`src/rtl/aifp_pkg.sv`:
```
// ----------------------------------------------------------------------------
// aifp_pkg
// Shared types and constants for the ASCII integer field parser.
// ----------------------------------------------------------------------------
package aifp_pkg;

  // Default width of the "long" size.
  localparam int LONG_BITS_DEF = 64;

  // Width of the parsed value and of the accumulator.
  localparam int VAL_W = 64;

  // Configuration register indexes.
  localparam logic CFG_CONV_MODE   = 1'b0;
  localparam logic CFG_SIZE_SELECT = 1'b1;

  // Conversion modes.
  localparam logic [2:0] MODE_SDEC = 3'd0;
  localparam logic [2:0] MODE_AUTO = 3'd1;
  localparam logic [2:0] MODE_OCT  = 3'd2;
  localparam logic [2:0] MODE_UDEC = 3'd3;
  localparam logic [2:0] MODE_HEX  = 3'd4;

  // Size selections.
  localparam logic [2:0] SIZE_CHAR  = 3'd0;
  localparam logic [2:0] SIZE_SHORT = 3'd1;
  localparam logic [2:0] SIZE_INT   = 3'd2;
  localparam logic [2:0] SIZE_LONG  = 3'd3;
  localparam logic [2:0] SIZE_LLONG = 3'd4;

  // Reset values of the configuration registers.
  localparam logic [2:0] CONV_MODE_RST   = MODE_AUTO;
  localparam logic [2:0] SIZE_SELECT_RST = SIZE_INT;

  // Parse phase, one-hot.
  typedef enum logic [3:0] {
    PH_SKIP   = 4'b0001,
    PH_SIGN   = 4'b0010,
    PH_ZERO   = 4'b0100,
    PH_DIGITS = 4'b1000
  } phase_t;

  // Radix of the field being parsed.
  typedef enum logic [1:0] {
    RX_DEC = 2'd0,
    RX_OCT = 2'd1,
    RX_HEX = 2'd2
  } radix_t;

  // Decoded configuration handed to the parse logic.
  typedef struct packed {
    logic [2:0]       mode;
    logic [VAL_W-1:0] mask;
    logic [VAL_W-1:0] limit;
  } cfg_t;

  // One result beat from the parse logic.
  typedef struct packed {
    logic             emit;
    logic [VAL_W-1:0] value;
    logic             status;
  } result_t;

endpackage

```
`src/rtl/aifp_cfg.sv`:
```
// ----------------------------------------------------------------------------
// aifp_cfg
// Configuration registers and decode of the size mask and the value limit.
// ----------------------------------------------------------------------------
module aifp_cfg #(
  parameter int LONG_BITS = aifp_pkg::LONG_BITS_DEF
) (
  input  logic           clk,
  input  logic           rst_n,
  input  logic           cfg_we,
  input  logic           cfg_index,
  input  logic [2:0]     cfg_wdata,
  output aifp_pkg::cfg_t cfg
);
  import aifp_pkg::*;

  // Mask of the "long" size, all ones when it is 64 bits wide.
  localparam logic [VAL_W-1:0] LONG_MASK = ~(VAL_W)'(0) >> (VAL_W - LONG_BITS);

  logic [2:0]       conv_mode_r;
  logic [2:0]       size_select_r;
  logic [VAL_W-1:0] mask;

  // Register writes.
  always_ff @(posedge clk) begin
    if (!rst_n) begin
      conv_mode_r   <= CONV_MODE_RST;
      size_select_r <= SIZE_SELECT_RST;
    end else if (cfg_we) begin
      if (cfg_index == CFG_CONV_MODE) begin
        conv_mode_r <= cfg_wdata;
      end else begin
        size_select_r <= cfg_wdata;
      end
    end
  end

  // Size mask; unused codes fall back to int.
  always_comb begin
    case (size_select_r)
      SIZE_CHAR:  mask = (VAL_W)'(64'hFF);
      SIZE_SHORT: mask = (VAL_W)'(64'hFFFF);
      SIZE_LONG:  mask = LONG_MASK;
      SIZE_LLONG: mask = ~(VAL_W)'(0);
      default:    mask = (VAL_W)'(64'hFFFF_FFFF);
    endcase
  end

  // Signed modes stop at the largest positive value.
  assign cfg.mode  = conv_mode_r;
  assign cfg.mask  = mask;
  assign cfg.limit = (conv_mode_r == MODE_SDEC || conv_mode_r == MODE_AUTO) ?
                     (mask >> 1) : mask;

endmodule

```
`src/rtl/aifp_core.sv`:
```
// ----------------------------------------------------------------------------
// aifp_core
// Field state and the per-character parse step: prefix, sign and digit
// handling, multiply-accumulate in the chosen base and the limit check.
// ----------------------------------------------------------------------------
module aifp_core (
  input  logic              clk,
  input  logic              rst_n,
  input  logic              step,
  input  logic [7:0]        char_in,
  input  aifp_pkg::cfg_t    cfg,
  output aifp_pkg::result_t result
);
  import aifp_pkg::*;

  localparam logic [7:0] CH_NUL   = 8'h00;
  localparam logic [7:0] CH_TAB   = 8'h09;
  localparam logic [7:0] CH_LF    = 8'h0A;
  localparam logic [7:0] CH_SPACE = 8'h20;
  localparam logic [7:0] CH_PLUS  = 8'h2B;
  localparam logic [7:0] CH_MINUS = 8'h2D;
  localparam logic [7:0] CH_ZERO  = 8'h30;
  localparam logic [7:0] CH_SEVEN = 8'h37;
  localparam logic [7:0] CH_NINE  = 8'h39;
  localparam logic [7:0] CH_UA    = 8'h41;
  localparam logic [7:0] CH_UB    = 8'h42;
  localparam logic [7:0] CH_UF    = 8'h46;
  localparam logic [7:0] CH_UX    = 8'h58;
  localparam logic [7:0] CH_LA    = 8'h61;
  localparam logic [7:0] CH_LB    = 8'h62;
  localparam logic [7:0] CH_LF_   = 8'h66;
  localparam logic [7:0] CH_LX    = 8'h78;
  localparam int         PROD_W   = VAL_W + 5;

  phase_t           phase_r, phase_nxt;
  logic [VAL_W-1:0] accum_r, accum_nxt;
  logic             negative_r, negative_nxt;
  radix_t           radix_r, radix_nxt;
  logic             overflowed_r, overflowed_nxt;
  logic             digit_seen_r, digit_seen_nxt;

  phase_t            phase_fin_nxt;
  radix_t            radix_fin_nxt;
  logic              digit_seen_fin_nxt;

  logic              is_sp;
  logic              is_nul;
  logic              is_dig;
  logic [3:0]        dval;
  logic              signed_mode;
  logic              emit;
  logic              err;
  logic              do_digit;
  radix_t            rx;
  logic              ds;
  logic [4:0]        base;
  logic [PROD_W-1:0] prod;
  logic [VAL_W-1:0]  signed_val;

  // Character classes.
  assign is_sp  = (char_in == CH_SPACE) || (char_in == CH_TAB) || (char_in == CH_LF);
  assign is_nul = (char_in == CH_NUL);
  assign signed_mode = (cfg.mode == MODE_SDEC) || (cfg.mode == MODE_AUTO);

  // Hex-capable digit decode.
  always_comb begin
    is_dig = 1'b1;
    dval   = 4'd0;
    if (char_in inside {[CH_ZERO:CH_NINE]}) begin
      dval = 4'(char_in - CH_ZERO);
    end else if (char_in inside {[CH_UA:CH_UF]}) begin
      dval = 4'(char_in - CH_UA + 8'd10);
    end else if (char_in inside {[CH_LA:CH_LF_]}) begin
      dval = 4'(char_in - CH_LA + 8'd10);
    end else begin
      is_dig = 1'b0;
    end
  end

  // Phase handling before the digit step; rx and ds are the radix and
  // digit-seen flag that the digit step sees.
  always_comb begin
    phase_nxt      = phase_r;
    negative_nxt   = negative_r;
    radix_nxt      = radix_r;
    digit_seen_nxt = digit_seen_r;
    emit           = 1'b0;
    err            = 1'b0;
    do_digit       = 1'b0;
    rx             = radix_r;
    ds             = digit_seen_r;
    if (cfg.mode > MODE_HEX) begin
      emit = 1'b1;
      err  = 1'b1;
    end else begin
      case (phase_r)
        PH_SIGN: begin
          if (char_in == CH_ZERO) begin
            phase_nxt      = PH_ZERO;
            digit_seen_nxt = 1'b1;
          end else begin
            do_digit = 1'b1;
          end
        end
        PH_ZERO: begin
          if (char_in == CH_LX || char_in == CH_UX) begin
            if (cfg.mode != MODE_AUTO && cfg.mode != MODE_HEX) begin
              emit = 1'b1;
              err  = 1'b1;
            end else begin
              radix_nxt      = RX_HEX;
              digit_seen_nxt = 1'b0;
              phase_nxt      = PH_DIGITS;
            end
          end else if ((char_in == CH_LB || char_in == CH_UB) && !signed_mode) begin
            emit = 1'b1;
            err  = 1'b1;
          end else if (signed_mode && (char_in inside {[CH_ZERO:CH_SEVEN]})) begin
            // Octal prefix: only the auto-base mode takes it.
            if (cfg.mode == MODE_SDEC) begin
              emit = 1'b1;
              err  = 1'b1;
            end else begin
              rx       = RX_OCT;
              do_digit = 1'b1;
            end
          end else begin
            do_digit = 1'b1;
          end
        end
        PH_DIGITS: begin
          do_digit = 1'b1;
        end
        default: begin
          // Skip leading space; the first other character picks the radix.
          if (is_sp) begin
            phase_nxt = PH_SKIP;
          end else if (is_nul) begin
            emit = 1'b1;
          end else begin
            case (cfg.mode)
              MODE_OCT: rx = RX_OCT;
              MODE_HEX: rx = RX_HEX;
              default:  rx = RX_DEC;
            endcase
            radix_nxt = rx;
            ds        = 1'b0;
            if (signed_mode && (char_in == CH_MINUS || char_in == CH_PLUS)) begin
              negative_nxt = (char_in == CH_MINUS);
              phase_nxt    = PH_SIGN;
            end else if (char_in == CH_ZERO) begin
              phase_nxt      = PH_ZERO;
              digit_seen_nxt = 1'b1;
            end else begin
              do_digit = 1'b1;
            end
          end
        end
      endcase
    end
  end

  // Base of the digit step and the exact product accum * base + digit.
  always_comb begin
    case (rx)
      RX_HEX: begin
        base = 5'd16;
        prod = ({5'd0, accum_r} << 4) + PROD_W'(dval);
      end
      RX_OCT: begin
        base = 5'd8;
        prod = ({5'd0, accum_r} << 3) + PROD_W'(dval);
      end
      default: begin
        base = 5'd10;
        prod = ({5'd0, accum_r} << 3) + ({5'd0, accum_r} << 1) + PROD_W'(dval);
      end
    endcase
  end

  // Two's complement value of the finished field.
  assign signed_val = negative_r ? (VAL_W)'(0) - accum_r : accum_r;

  // State update; any result returns the field state to its start.
  always_ff @(posedge clk) begin
    if (!rst_n) begin
      phase_r      <= PH_SKIP;
      accum_r      <= '0;
      negative_r   <= 1'b0;
      radix_r      <= RX_DEC;
      overflowed_r <= 1'b0;
      digit_seen_r <= 1'b0;
    end else if (step) begin
      if (result.emit) begin
        phase_r      <= PH_SKIP;
        accum_r      <= '0;
        negative_r   <= 1'b0;
        radix_r      <= RX_DEC;
        overflowed_r <= 1'b0;
        digit_seen_r <= 1'b0;
      end else begin
        phase_r      <= phase_fin_nxt;
        accum_r      <= accum_nxt;
        negative_r   <= negative_nxt;
        radix_r      <= radix_fin_nxt;
        overflowed_r <= overflowed_nxt;
        digit_seen_r <= digit_seen_fin_nxt;
      end
    end
  end

  // Digit step: end of field, bad character, digit out of range, or
  // accumulate with the limit check.
  always_comb begin
    result.emit    = emit;
    result.status  = err;
    accum_nxt      = accum_r;
    overflowed_nxt = overflowed_r;
    if (do_digit) begin
      if (is_nul || (ds && is_sp)) begin
        result.emit   = 1'b1;
        result.status = 1'b0;
      end else if (!is_dig || (5'(dval) >= base)) begin
        result.emit   = 1'b1;
        result.status = 1'b1;
      end else begin
        accum_nxt = prod[VAL_W-1:0];
        if (prod > {5'd0, cfg.limit}) begin
          overflowed_nxt = 1'b1;
        end
      end
    end
    result.value = (result.status || overflowed_r) ? '0 : (signed_val & cfg.mask);
  end

  // The digit step also commits radix, phase and digit-seen.
  always_comb begin
    if (do_digit && !result.emit) begin
      // Overrides of the phase handling for an accepted digit.
      phase_fin_nxt      = PH_DIGITS;
      radix_fin_nxt      = rx;
      digit_seen_fin_nxt = 1'b1;
    end else begin
      phase_fin_nxt      = phase_nxt;
      radix_fin_nxt      = radix_nxt;
      digit_seen_fin_nxt = digit_seen_nxt;
    end
  end

endmodule

```
`src/rtl/ascii_integer_field_parser_core.sv`:
```
// ----------------------------------------------------------------------------
// ascii_integer_field_parser_core
// Parses scanf-style integer fields from a stream of ASCII characters.
// ----------------------------------------------------------------------------
// The block takes one character per cycle while in_stall is low and returns
// one result beat when a field ends (NUL, or whitespace after a digit) or
// fails on a malformed character. A character passes through an input
// register and, once the result slot is free, through the parse step into
// the result register, which holds the result until it is taken with
// out_stall low. The parse step, a shift and add multiply by the base with a
// 69-bit limit compare, sets the clock cycle. A stalled result holds the
// character in the input register, and in_stall holds back the rest.
module ascii_integer_field_parser_core #(
  parameter int LONG_BITS = aifp_pkg::LONG_BITS_DEF
) (
  input  logic        clk,
  input  logic        rst_n,
  input  logic        in_valid,
  output logic        in_stall,
  input  logic [7:0]  in_char_in,
  output logic        out_valid,
  input  logic        out_stall,
  output logic [63:0] out_value,
  output logic        out_status,
  input  logic        cfg_we,
  input  logic        cfg_index,
  input  logic [2:0]  cfg_wdata
);
  import aifp_pkg::*;

  logic             in_valid_r;
  logic [7:0]       in_char_r;
  logic             out_valid_r;
  logic [VAL_W-1:0] out_value_r;
  logic             out_status_r;
  logic             out_free;
  logic             step;
  cfg_t             cfg;
  result_t          result;

  aifp_cfg #(
    .LONG_BITS (LONG_BITS)
  ) u_cfg (
    .clk       (clk),
    .rst_n     (rst_n),
    .cfg_we    (cfg_we),
    .cfg_index (cfg_index),
    .cfg_wdata (cfg_wdata),
    .cfg       (cfg)
  );

  aifp_core u_core (
    .clk     (clk),
    .rst_n   (rst_n),
    .step    (step),
    .char_in (in_char_r),
    .cfg     (cfg),
    .result  (result)
  );

  // The parse step runs when a character waits and the result slot is free.
  assign out_free = !out_valid_r || !out_stall;
  assign step     = in_valid_r && out_free;
  assign in_stall = in_valid_r && !step;

  // Input register.
  always_ff @(posedge clk) begin
    if (!rst_n) begin
      in_valid_r <= 1'b0;
    end else if (in_valid && !in_stall) begin
      in_valid_r <= 1'b1;
    end else if (step) begin
      in_valid_r <= 1'b0;
    end
  end

  always_ff @(posedge clk) begin
    if (in_valid && !in_stall) begin
      in_char_r <= in_char_in;
    end
  end

  // Result register.
  always_ff @(posedge clk) begin
    if (!rst_n) begin
      out_valid_r <= 1'b0;
    end else if (step && result.emit) begin
      out_valid_r <= 1'b1;
    end else if (!out_stall) begin
      out_valid_r <= 1'b0;
    end
  end

  always_ff @(posedge clk) begin
    if (step && result.emit) begin
      out_value_r  <= result.value;
      out_status_r <= result.status;
    end
  end

  assign out_valid  = out_valid_r;
  assign out_value  = out_value_r;
  assign out_status = out_status_r;

endmodule

```
`config.mk`:
```
export PLATFORM = sky130hd
export DESIGN_NAME = ascii_integer_field_parser_core
export DESIGN_NICKNAME = d
export VERILOG_FILES = /design/src/rtl/aifp_pkg.sv /design/src/rtl/aifp_cfg.sv /design/src/rtl/aifp_core.sv /design/src/rtl/ascii_integer_field_parser_core.sv
export SDC_FILE = /design/constraint.sdc
export NUM_CORES = 1
export LEC_CHECK = 0
export BUFFER_PORTS_ARGS = -buffer_cell sky130_fd_sc_hd__clkbuf_2
export CAP_MARGIN = 30
export CORE_UTILIZATION = 31
export CTS_CLUSTER_SIZE = 8
export DETAILED_ROUTE_END_ITERATION = 6
export REMOVE_ABC_BUFFERS = 1
export SYNTH_ARGS = -nofsm -noshare
export SYNTH_HDL_FRONTEND = slang
export SYNTH_SLANG_ARGS = --single-unit
```
`constraint.sdc`:
```
create_clock -name clk -period 8.7 [get_ports clk]
set_clock_uncertainty 0.15 [all_clocks]
set_input_delay 0.87 -clock clk [delete_from_list [all_inputs] [get_ports clk]]
set_output_delay 0.87 -clock clk [all_outputs]
set_load 0.01 [all_outputs]
```
; Yosys cells after proc, flatten, opt, wreduce, memory -nomap -nowiden
; Cells that the tools add are included.
[classes]
n_addsub = 10
order_cmp = 10
n_eq_ne = 39
n_mux = 96
bitwise_logic = 2
n_reduce_logical = 49
[ops]
columns = op, count
row1 = 2-to-1 mux 64 bit, 6
row2 = case mux 64 bit (3 select lines), 1
row3 = case mux 69 bit (2 select lines), 1
row4 = adder 68 x 4 -> 69 bit, 1
row5 = adder 69 x 4 -> 69 bit, 1
row6 = > comparator 69 x 64 -> 1 bit, 1
row7 = adder 67 x 4 -> 68 bit, 1
row8 = adder 67 x 65 -> 68 bit, 1
row9 = bitwise AND 64 bit, 1
row10 = "subtractor 1 x 64 -> 64 bit, first input constant", 1
row11 = 2-to-1 mux 1 bit, 56
row12 = 2-to-1 mux 4 bit, 12
row13 = "== test 8 x 6 -> 1 bit, second input constant", 4
row14 = "== test 8 x 7 -> 1 bit, second input constant", 4
row15 = 2-to-1 mux 2 bit, 12
row16 = "== test 8 x 4 -> 1 bit, second input constant", 2
row17 = ">= comparator 8 x 7 -> 1 bit, second input constant", 2
row18 = "<= comparator 8 x 6 -> 1 bit, second input constant", 2
row19 = "<= comparator 8 x 7 -> 1 bit, second input constant", 2
row20 = "inequality test 5 bit, second input constant", 3
row21 = logical AND 1 bit, 14
row22 = case mux 2 bit (2 select lines), 3
row23 = case mux 4 bit (3 select lines), 1
row24 = AND reduction 6 bit, 2
row25 = other kinds (36), 72
[word_totals]
regBits = 154
inputBits = 17
out_inout_bits = 67

; Depth between registers and ports, before layout
; Gate-level depths: netlist (run 1).
[logic_depth]
ltp_word = 19
mapped_depth = 32

; Modules after synthesis
; From an unflattened synthesis (run 1), not the netlist that was laid out.
[hier_totals]
cells_unflattened = 2224
hier_area_um2 = 17500.5
[modules_own_cells]
columns = module, instances, cells_each, area_each_um2, seq_area_each_um2
row1 = aifp_core, 1, 1983, 13998.4, 1461.4
row2 = ascii_integer_field_parser_core, 1, 83, 2283.4, 2232.1
row3 = aifp_cfg, 1, 158, 1218.7, 120.1

; Least setup slack after synthesis (run 1)
; No wires, ideal clock.
[synth_path]
path_type = register to register
startpoint = register in_char_r[3]
endpoint = register u_core.overflowed_r
t_arrival_ps = 6969
slack_ps = 1444
path_stages_with_launch = 31
synth_period_minus_slack_ps = 7256
path_cell_list = edfxtp_1 or4b_2 nor3_1 nand2_1 o21ai_0 inv_1 fa_1 nor2b_1 o21bai_1 nor2_1 nand4_1 nor3_1 and4_1 nor2b_1 nand4_2 or3_1 clkbuf_1 or3_1 a31oi_1 ha_1 a21o_1 a21o_1 a21o_1 a21oi_1 nor2_1 a2111oi_0 o21bai_1 o211ai_1 a21oi_1 o311ai_0 o211ai_1
[synth_between]
elab_chain_cells = 17
elab_cells_between_ends = 90
[synth_rtl]
columns = item, line
row1 = from (decl), ascii_integer_field_parser_core.sv:32  ; logic [7:0] in_char_r;
row2 = from (signal assigned), ascii_integer_field_parser_core.sv:79  ; in_char_r <= in_char_in;
row3 = branches (longest 17 deep; another with adder 69 x 4 -> 69 bit), -
row4 = to (signal assigned), aifp_core.sv:206  ; overflowed_r <= overflowed_nxt;
row5 = to (decl), aifp_core.sv:39  ; logic overflowed_r, overflowed_nxt;
; Parallel ways; which one is timed is not known.
; A chain may end at the register's enable or synchronous reset.

; Worst setup path after layout (run 1)
; Ends and elaborated chain as after synthesis.

==> results of run 1 <==
## layout make-up
cell class | instances | area (µm²) | area share
well taps | 748 | 936 | 0.0488
clock buffers | 22 | 464 | 0.0242
multi-input cells | 1934 | 12900 | 0.674
flip-flops and latches | 154 | 3810 | 0.199
clock inverters | 10 | 118 | 0.00613
inverters | 60 | 225 | 0.0117
repair buffers | 118 | 694 | 0.0362
## critical path: cells and delay by family, from the launching register on
family	cells	cell delay (ns)
fa+ha+maj	3	0.87
compound gates	13	2.56
flops	1	0.53
buf+inv	1	0.06
simple gates	12	3.92
## metrics by stage
stage | setup WS (ns) | hold slack, ns
final | 0.492 | 0.338
after global routing | 0.112 | 0.362
after CTS | 0.377 | 0.339
after detailed placement | 0.395 | 0.327
after global placement | 0.520 | 0.322
after floorplan | 1.33 | 0.305
## power groups by stage
stage / clock, mW / combinational (mW) / sequential [mW]
4_1_cts: 0.797 / 0.375 / 0.791
2_1_floorplan: 0 / 0.242 / 0.810
5_1_grt: 0.823 / 0.417 / 0.792
3_5_place_dp: 0 / 0.373 / 0.807
6_report: 0.773 / 0.379 / 0.790
3_3_place_gp: 0 / 0.368 / 0.806
## logic make-up (layout without fill, tap and decap cells)
group,after synthesis,in the layout
buf+inv,219,210
fa+ha+maj,136,136
compound gates,716,716
flops,154,154
xor+xnor,167,167
mux,13,13
simple gates,902,902
## cells in the mapped netlist (all sizes together) (11+ instances only)
cell type / instances / area (µm²)
nor2: 258 / 973
nand2: 198 / 746
a21oi: 181 / 921
ha: 134 / 1680
clkbuf: 127 / 477
o21ai: 119 / 607
xor2: 91 / 797
dfxtp: 81 / 1620
nor3: 78 / 410
xnor2: 76 / 666
edfxtp: 73 / 2190
nand4: 70 / 444
nand3: 67 / 345
inv: 59 / 221
a21o: 56 / 420
a22oi: 38 / 285
or3: 38 / 255
a221oi: 32 / 310
buf: 32 / 168
a211oi: 31 / 273
nor4: 30 / 224
o31ai: 30 / 235
a31oi: 28 / 175
o211ai: 28 / 215
or4: 25 / 208
and3: 23 / 144
a22o: 22 / 193
or2: 21 / 131
nand2b: 20 / 125
nor2b: 17 / 106
o41ai: 17 / 156
a311oi: 15 / 131
o21a: 14 / 105
a2111oi: 13 / 140
and2: 11 / 68.8
nor3b: 11 / 87.6
## registers in the layout, indices dropped and copies added (netlist names)
name / count
out_valid: 1
u_core.negative_r: 1
out_value: 64
out_status: 1
in_valid_r: 1
u_core.accum_r: 64
u_core.digit_seen_r: 1
u_core.phase_r: 4
u_cfg.size_select_r: 3
u_core.overflowed_r: 1
u_cfg.conv_mode_r: 3
in_char_r: 8
u_core.radix_r: 2
## path summary, 6_finish.rpt
check / startpoint / endpoint / slack (ns) / depth (start not counted)
worst max register to register: in_char_r[3] / u_core.overflowed_r / 0.49 / 29
worst min-delay path: u_core.radix_r[1] / u_core.radix_r[1] / 0.34 / 2
worst min register to register: u_core.radix_r[1] / u_core.radix_r[1] / 0.34 / 2
worst max-delay path: in_char_r[3] / u_core.overflowed_r / 0.49 / 29
## routing by layer
metal | part of all wire | vias up | wire [µm] | GRT usage
met5 | 0 | - | 0 | 0
li1 | - | 8696 | - | -
met3 | 0.063 | 93 | 3820 | 0.0389
met2 | 0.46 | 627 | 27800 | 0.336
met4 | 0.024 | 0 | 1480 | 0.0714
met1 | 0.46 | 8610 | 27800 | 0.280
==> metrics.txt, run 1 <==
status=finished clean; CP Capture Type=register; DR pass1 iterations=5; Critical Path Most Common Cell=a21o_1; first-pass GRT wire length=95100 µm; Core Region=0.0555 mm²; final-report hold violation count=0; CTS Sinks=154; syn avg cell area=7.62 µm²; antenna-violating nets left=0; mux contribution to synthesized area=0.00761; Worst Tran Pin Value=between 1 and 1.5 ns; CTS root buf=clkbuf_16; FF+latch count, synth=154; post-synth cell types=109; clk slew on worst S/H paths=roughly 0.070 ns; TritonCTS Buffers=17; CP Launch Type=register; Max stage delay on crit path=0.79 ns; Post-Synth Adder-Cell Area=0.0976; port bufs=83; Top Ports=84; hold_buf cts=0; RSZ-0062 raised after global routing=false; largest net degree at the start of global routing=66; die area=0.0577 mm²; die span in x=240 µm; WP data arrival=8.42 ns; Power Dens Cells=101 mW/mm²; Post-synth ARST share=0; DRC=0; postcts setup bufs=0; placer congestion estimate=1.01; starting density of the core=0.317; Synth Area in XOR/XNOR=0.0832; Post-DP HPWL=approximately 47000 µm; fin cells=3046; commonest non-fill, non-tap cell in the layout=nor2_1; Overall Global Routing Usage=0.209; Post-layout nets=2438; Synth Warn #=0; Int Pwr=between 1 and 1.5 mW; HP Class=reg -> reg; Chip Height=240 µm; EDFF count, synth=73; Post-Syn Area=0.0176 mm²; area growth from synthesis to layout=9.11%; sequential element share of the synthesized area=0.217; Layout fillers=5904; max cap viols=0; gate count of the mapped netlist=2307; DR vias/cell=5.92; GRT overflow=0; detailed-route wire length=~61000 µm; Vias=18026; period utilization=0.943; Post-Route Setup TNS=0 ns; Peak VDD IR=about 0.15 mV; Cells after DPL=approximately 3000; worst skew pair latency=0.49 ns; most frequent cells in the layout=nor2_1 (254), nand2_1 (197), a21oi_1 (177); initial antenna violation count=1; Primary FF master, synth=dfxtp_1; Tot Pwr=1.94 mW; Antenna Cells=0; CP Max Fanout=11; Max clock buf depth=2; drt initial violations=1476; logic gate share of total power=0.195; Fmax=122 MHz; CP Class=reg -> reg; clock tree from TritonCTS=built; htree depth=4; LEAKAGE=7.20 nW; Design Area, Final=approximately 0.019 mm²; Worst Path Required=8.91 ns; Net Sw Frac=0.309; post-synthesis simple-gate area fraction=0.262; CTS resizes=0; share of cells above drive strength 1=0.106; placed instance area=0.0186 mm²; combinational family with the most area after synthesis=compound AO/OA/AOI/OAI gates; clock power share=0.398; Reg power frac=0.407; Final Core Density=0.346; post-DR wirelength/cell=20.0 µm; final count of negative-setup-slack endpoints=0; Pins Over Slew Limit=0; compound-gate portion of the synthesized area=0.283; vias in the first global route=between 15000 and 20000; Row Count=between 80 and 90; Critical Path Slowest Stage Cell=or4b_2; min cycle time layout=approximately 8.2 ns; Sw Pwr=0.600 mW; Rel. slew slack=0.253
(Power assumes the default switching activity.)
==> inputs of run 2 (changes only) <==
Clock period 8.7 ns to 6.9 ns, I/O delays scaled along.
==> run 2 against run 1 <==
Compared with the run above:
- combinational power rose by 50%
- global-route usage rose by 3.3 points
- sequential power rose by 25%
- sequential share of layout area fell by 2.1 points
- design area rose by 12%
- worst setup slack got worse by 0.47 ns
- clock-buffer cell count fell by 5
- routed wire length rose by 15%
- non-clock buffer count rose by 276
==> metrics.txt, run 2 (synthesized netlist as in run 1, its figures left out) <==
Post-DP HPWL=56400 µm (+21%); DRC=0 (unchanged); metal3 WL=3580 µm (-6.2%); CP Class=reg -> reg; first-pass GRT wire length=107000 µm (+13%); Post-layout nets=2714 (+11%); starting density of the core=0.317 (unchanged); die area=0.0577 mm² (unchanged); clk slew on worst S/H paths=0.08 ns (about the same); CP Launch Type=register; largest net degree at the start of global routing=55 (-17%); Vias=19248 (+6.8%); Layout fillers=5852 (-0.88%); Core Region=0.0555 mm² (unchanged); RSZ-0062 raised after global routing=true; most frequent cells in the layout=buf_4 (305), nor2_1 (253), nand2_1 (197); Worst Tran Pin Value=1.10 ns (-0.0115 ns); detailed-route wire length=70200 µm (+15%); CP Max Fanout=4 (-7); final-report hold violation count=0 (unchanged); Critical Path Most Common Cell=a21o_1; HP Class=in -> reg; multi-input logic area=0.0131 mm² (+1.2%); initial antenna violation count=2 (+1); Chip Height=240 µm (unchanged); Rel. slew slack=0.261 (+0.00771); Max clock buf depth=2 (unchanged); drt initial violations=1667 (+13%); placer congestion estimate=0.990 (-1.8%); r2r worst-path depth=26 (-10%); Pins Over Slew Limit=0 (unchanged); uppermost layer routed=met4; Critical Path Slowest Stage Cell=a2111oi_4; Hold Path Cell Cnt=1 (-1); FF/Latch Area=0.00381 mm² (unchanged); min cycle time layout=6.88 ns (-1.33 ns); port bufs=83 (unchanged); LEAKAGE=8.67 nW (+20%); routed metal-1 wirelength=32100 µm (+16%); area growth from synthesis to layout=21.7%; commonest non-fill, non-tap cell in the layout=buf_4; htree depth=4 (unchanged); WP data arrival=7.11 ns (-1.31 ns); DR pass1 iterations=7 (+2); Final Core Density=0.386 (+0.0400); CP Capture Type=register; CTS Sinks=154 (unchanged); status=finished clean; max cap viols=0 (unchanged); Max stage delay on crit path=0.73 ns (-0.06 ns); Overall Global Routing Usage=0.243 (+0.0334); Worst Path Required=7.13 ns (-1.78 ns); clock tree from TritonCTS=built; worst skew pair latency=0.51 ns (+0.02 ns); share of cells above drive strength 1=0.212 (+0.106); final count of negative-setup-slack endpoints=0 (unchanged); WL met2=32600 µm (+17%); Setup WS pre-CTS=-0.461 ns (-0.856 ns); Final WS setup=0.0227 ns (-0.470 ns); post-DR wirelength/cell=21.1 µm (+5.9%); Peak VDD IR=0.216 mV (+42%); TritonCTS Buffers=17 (unchanged); Top Ports=84 (unchanged); die span in x=240 µm (unchanged); Power Dens Cells=118 mW/mm² (+16%); vias in the first global route=18433 (+8.3%); period utilization=0.997 (+0.0533); antenna-violating nets left=0 (unchanged); CTS root buf=clkbuf_16; DR vias/cell=5.79 (-2.1%); Antenna Cells=0 (unchanged); Row Count=86 (unchanged); Fmax=145 MHz (+19%); GRT overflow=0 (unchanged)
==> run 2: cell types whose count changed in the layout (fill, tap and decap cells not counted), moves of 4 or more <==
cell,previous run,this run
nor3_2,5,10
o21ai_1,8,12
o21ai_0,108,104
buf_4,31,305
nor4_1,27,22
nor3_1,73,67
==> run 2: critical path: cells and delay by family (launching register included) <==
| kind | cells | cell delay [ns] |
|---|---|---|
| AOI/OAI and AO/OA | 15 | 3.32 |
| adders and majority gates | 3 | 0.85 |
| and+or+nand+nor | 6 | 1.83 |
| xor gates and xnor gates | 1 | 0.19 |
| DFF | 1 | 0.34 |
| buffers and inverters | 1 | 0.06 |
==> run 2: final timing paths <==
check / from / to / slack, ns
setup / recovery: u_core.accum_r[0] / u_core.overflowed_r / 0.02
hold / removal: in_char_in[5] / in_char_r[5] / 0.21
setup reg to reg: u_core.accum_r[0] / u_core.overflowed_r / 0.02
hold reg to reg: u_core.radix_r[1] / u_core.radix_r[1] / 0.35
==> run 2: metal layers <==
layer / up-vias / GRT usage
met1: 9313 / 0.319
met4: 0 / 0.0874
met5: - / 0
met2: 607 / 0.399
met3: 100 / 0.0383
li1: 9228 / -
==> run 2: what timing repair did <==
item | CTS | global route
setup endpoints to repair | 1 | 1
hold buffers | 0 | 0
gates cloned | 0 | 0
resized for setup | 13 | 27
pin swaps | 2 | 13
hold endpoints to repair | 0 | 0
setup buffers | 1 | 4
==> run 2: cell type report <==
class	instances	area share
sequential	154	0.178
clock buffer	17	0.0199
multi-input combinational	1934	0.612
timing repair buffer	394	0.130
clock inverter	15	0.00649
inverter	60	0.0105
tap	748	0.0437
==> run 2: through the flow <==
step,power [mW],std cells,hold WS (ns),area [µm²],TNS (ns)
after floorplan,1.33,2148,0.305,16900,-4.52
after global placement,1.55,3282,0.322,20600,-0.211
after detailed placement,1.56,3284,0.339,20600,-0.461
after CTS,2.55,3317,0.145,21200,0
after global routing,2.63,3322,0.184,21400,-0.340
final,2.52,3322,0.205,21400,0
==> run 2: power breakdown <==
group	internal, mW	switching [mW]	leakage, nW
sequential	0.978	0.0137	1.39
clock	0.500	0.459	0.276
combinational	0.219	0.351	7.01
total	1.70	0.824	8.67
==> inputs of run 3 (changes only) <==
Settings changed: SYNTH_HIERARCHICAL set to 1.
Clock period 6.9 ns to 6.2 ns, I/O delays scaled along.
==> run 3 against run 2 <==
Compared with the run above:
- global-route usage is 5.0 points lower
- sequential cell count stayed put
- critical path type unchanged
- sequential share of layout area is 1.3 points higher
- the run now ends with DRC, setup timing left
==> metrics.txt, run 3 <==
post-synthesis simple-gate area fraction=0.214 (-0.0476); Final Core Density=0.360 (-0.0251); EDFF count, synth=73 (unchanged); Antenna Cells=0 (unchanged); Critical Path Slowest Stage Cell=a2111oi_1; failing checks=DRC, setup timing; FF+latch count, synth=154 (unchanged); most frequent cells in the layout=nand2_1 (197), buf_4 (197), ha_1 (195); Worst Path Required=6.42 ns (-0.71 ns); share of cells above drive strength 1=0.178 (-0.0337); final-report hold violation count=0 (unchanged); clock tree from TritonCTS=built; Synth area leaders=ha_1 (15%), edfxtp_1 (13%), dfxtp_1 (9.3%), xnor2_1 (5.4%), buf_4 (5.2%); WP data arrival=6.73 ns (-0.38 ns); compound-gate portion of the synthesized area=0.236 (-0.0479); Critical Path Most Common Cell=buf_4; starting density of the core=0.316 (-0.000898); mux contribution to synthesized area=0.00400 (-0.00361); TritonCTS Buffers=17 (unchanged); gate count of the mapped netlist=2224 (-3.6%); Layout fillers=5723 (-2.2%); period utilization=1.05 (+0.0534); CP Launch Type=register; LEAKAGE=8.92 nW (+2.8%); htree depth=4 (unchanged); Post-DP HPWL=41400 µm (-27%); Synth Warn #=6 (+6); sequential element share of the synthesized area=0.218 (+0.00104); Overall Global Routing Usage=0.192 (-0.0504); combinational family with the most area after synthesis=compound AO/OA/AOI/OAI gates; DRC=1 (+1); DR pass1 iterations=7 (unchanged); post-synth top area share=0.145 (+0.0205); worst skew pair latency=0.50 ns (about the same); CP Class=reg -> reg; placer congestion estimate=0.936 (-5.4%); Rel. slew slack=0.408 (+0.147); cell taking the most area after synthesis=ha_1; Fmax=154 MHz (+5.6%); CTS Sinks=154 (unchanged); Synth Area in XOR/XNOR=0.0731 (-0.0101); CTS root buf=clkbuf_16; HP Class=in -> reg; Post-Synth Adder-Cell Area=0.147 (+0.0498); min cycle time layout=6.51 ns (-0.367 ns); CP Capture Type=register; die span in x=240 µm (-0.24%); RSZ-0062 raised after global routing=true; most frequent cells after synthesis=ha_1 (203), nand2_1 (200), a21oi_1 (163), clkbuf_1 (137), buf_4 (121); Max clock buf depth=2 (unchanged); Row Count=86 (unchanged); post-synth cell types=88 (-19%); initial antenna violation count=0 (-2); Post-Syn Area=0.0175 mm² (-0.48%); Vias=16627 (-14%); port bufs=83 (unchanged); die area=0.0574 mm² (-0.47%); Post-layout nets=2496 (-8.0%); Core Region=0.0554 mm² (-0.19%); Top Ports=84 (unchanged); DR vias/cell=5.48 (-5.4%); Design Area, Final=0.0200 mm² (-6.7%); Final WS setup=-0.311 ns (-0.333 ns); area growth from synthesis to layout=14.1%; GRT overflow=0 (unchanged); antenna-violating nets left=0 (unchanged); worst hold slack=0.143 ns (-0.0618 ns); final count of negative-setup-slack endpoints=1 (+1); Primary FF master, synth=dfxtp_1; Power Dens Cells=139 mW/mm² (+18%); Post-synth ARST share=0 (unchanged); detailed-route wire length=55000 µm (-22%); max cap viols=0 (unchanged); placed instance area=0.0189 mm² (-8.1%); top-count cell post-synth=ha_1; status=finished, violations left; syn avg cell area=7.87 µm² (+3.2%); drt initial violations=1164 (-30%); Max stage delay on crit path=0.43 ns (-0.30 ns); Pins Over Slew Limit=0 (unchanged); first-pass GRT wire length=86900 µm (-19%); Peak VDD IR=0.166 mV (-23%); clk slew on worst S/H paths=0.07 ns (about the same); Chip Height=240 µm (-0.24%); post-DR wirelength/cell=18.1 µm (-14%); Worst Tran Pin Value=0.888 ns (-0.210 ns); CP Max Fanout=2 (-2); vias in the first global route=16155 (-12%); largest net degree at the start of global routing=80 (+45%)
-- run 3: cell types whose count changed in the layout (fill, tap and decap cells not counted), sizes merged, moves of 44 or more --
cell,change
xor2,-52
and3,+70
ha,+69
nor3,-49
nor2,-155
inv,+44
buf,-106
-- run 3: path summary, 6_finish.rpt --
kind	start	endpoint	slack, ns	depth (start not counted)
setup / recovery	in_char_r[0]	u_core/overflowed_r	-0.31	34
hold / removal	in_char_in[3]	in_char_r[3]	0.14	1
setup reg to reg	in_char_r[0]	u_core/overflowed_r	-0.31	34
hold reg to reg	u_core/radix_r[0]	u_core/radix_r[0]	0.35	2
-- run 3: report_power, final --
part	internal [mW]	switching [mW]	leakage (nW)
combinational	0.205	0.340	7.31
clock	0.616	0.496	0.283
sequential	1.10	0.0207	1.33
total	1.92	0.857	8.92
-- run 3: final cells by class --
cell class,instances,area (µm²),area share
clock inverters,13,141,0.00708
multi-input cells,1707,12200,0.610
clock buffers,19,454,0.0227
repair buffers,287,2040,0.102
flip-flops and latches,154,3810,0.191
well taps,748,936,0.0469
inverters,107,402,0.0201
-- run 3: stage by stage --
stage / setup TNS (ns) / setup slack, ns / power [mW] / cells
floorplan: -265.42 / -2.90 / 1.43 / 1968
global placement: -0.582 / -0.582 / 1.64 / 2980
detailed placement: -0.799 / -0.799 / 1.65 / 2984
CTS: -0.255 / -0.255 / 2.81 / 3034
global route: -0.698 / -0.698 / 2.90 / 3035
finish: -0.311 / -0.311 / 2.78 / 3035
-- run 3: cells by family after synthesis --
| kind of cell | after synthesis |
|---|---|
| mux | 7 |
| xor+xnor | 146 |
| other cells | 1 |
| buf+inv | 377 |
| fa+ha+maj | 205 |
| simple gates | 713 |
| compound gates | 621 |
| flops | 154 |
-- run 3: timing repair --
| action | in CTS | in global routing |
|---|---|---|
| hold buffers | 0 | 0 |
| cloned | 0 | 0 |
| endpoints found under the hold margin | 0 | 0 |
| endpoints found under the setup margin | 1 | 1 |
| resized for setup | 65 | 7 |
| pin swaps | 62 | 12 |
| buffers inserted | 18 | 1 |
-- run 3: metal layers --
metal | up-vias | track usage | wire, µm
met1 | 7950 | 0.250 | 24400
met5 | - | 0 | 0
met2 | 508 | 0.314 | 25500
li1 | 8089 | - | -
met3 | 80 | 0.0286 | 3260
met4 | 0 | 0.0851 | 1720
-- run 3: critical path: cells and delay by family (launching register included) --
kind	cells	cell delay, ns
AOI/OAI and AO/OA	18	3.28
xor gates and xnor gates	1	0.16
adders and majority gates	4	1.01
buffers and inverters	6	0.80
DFF	1	0.38
and+or+nand+nor	5	0.60
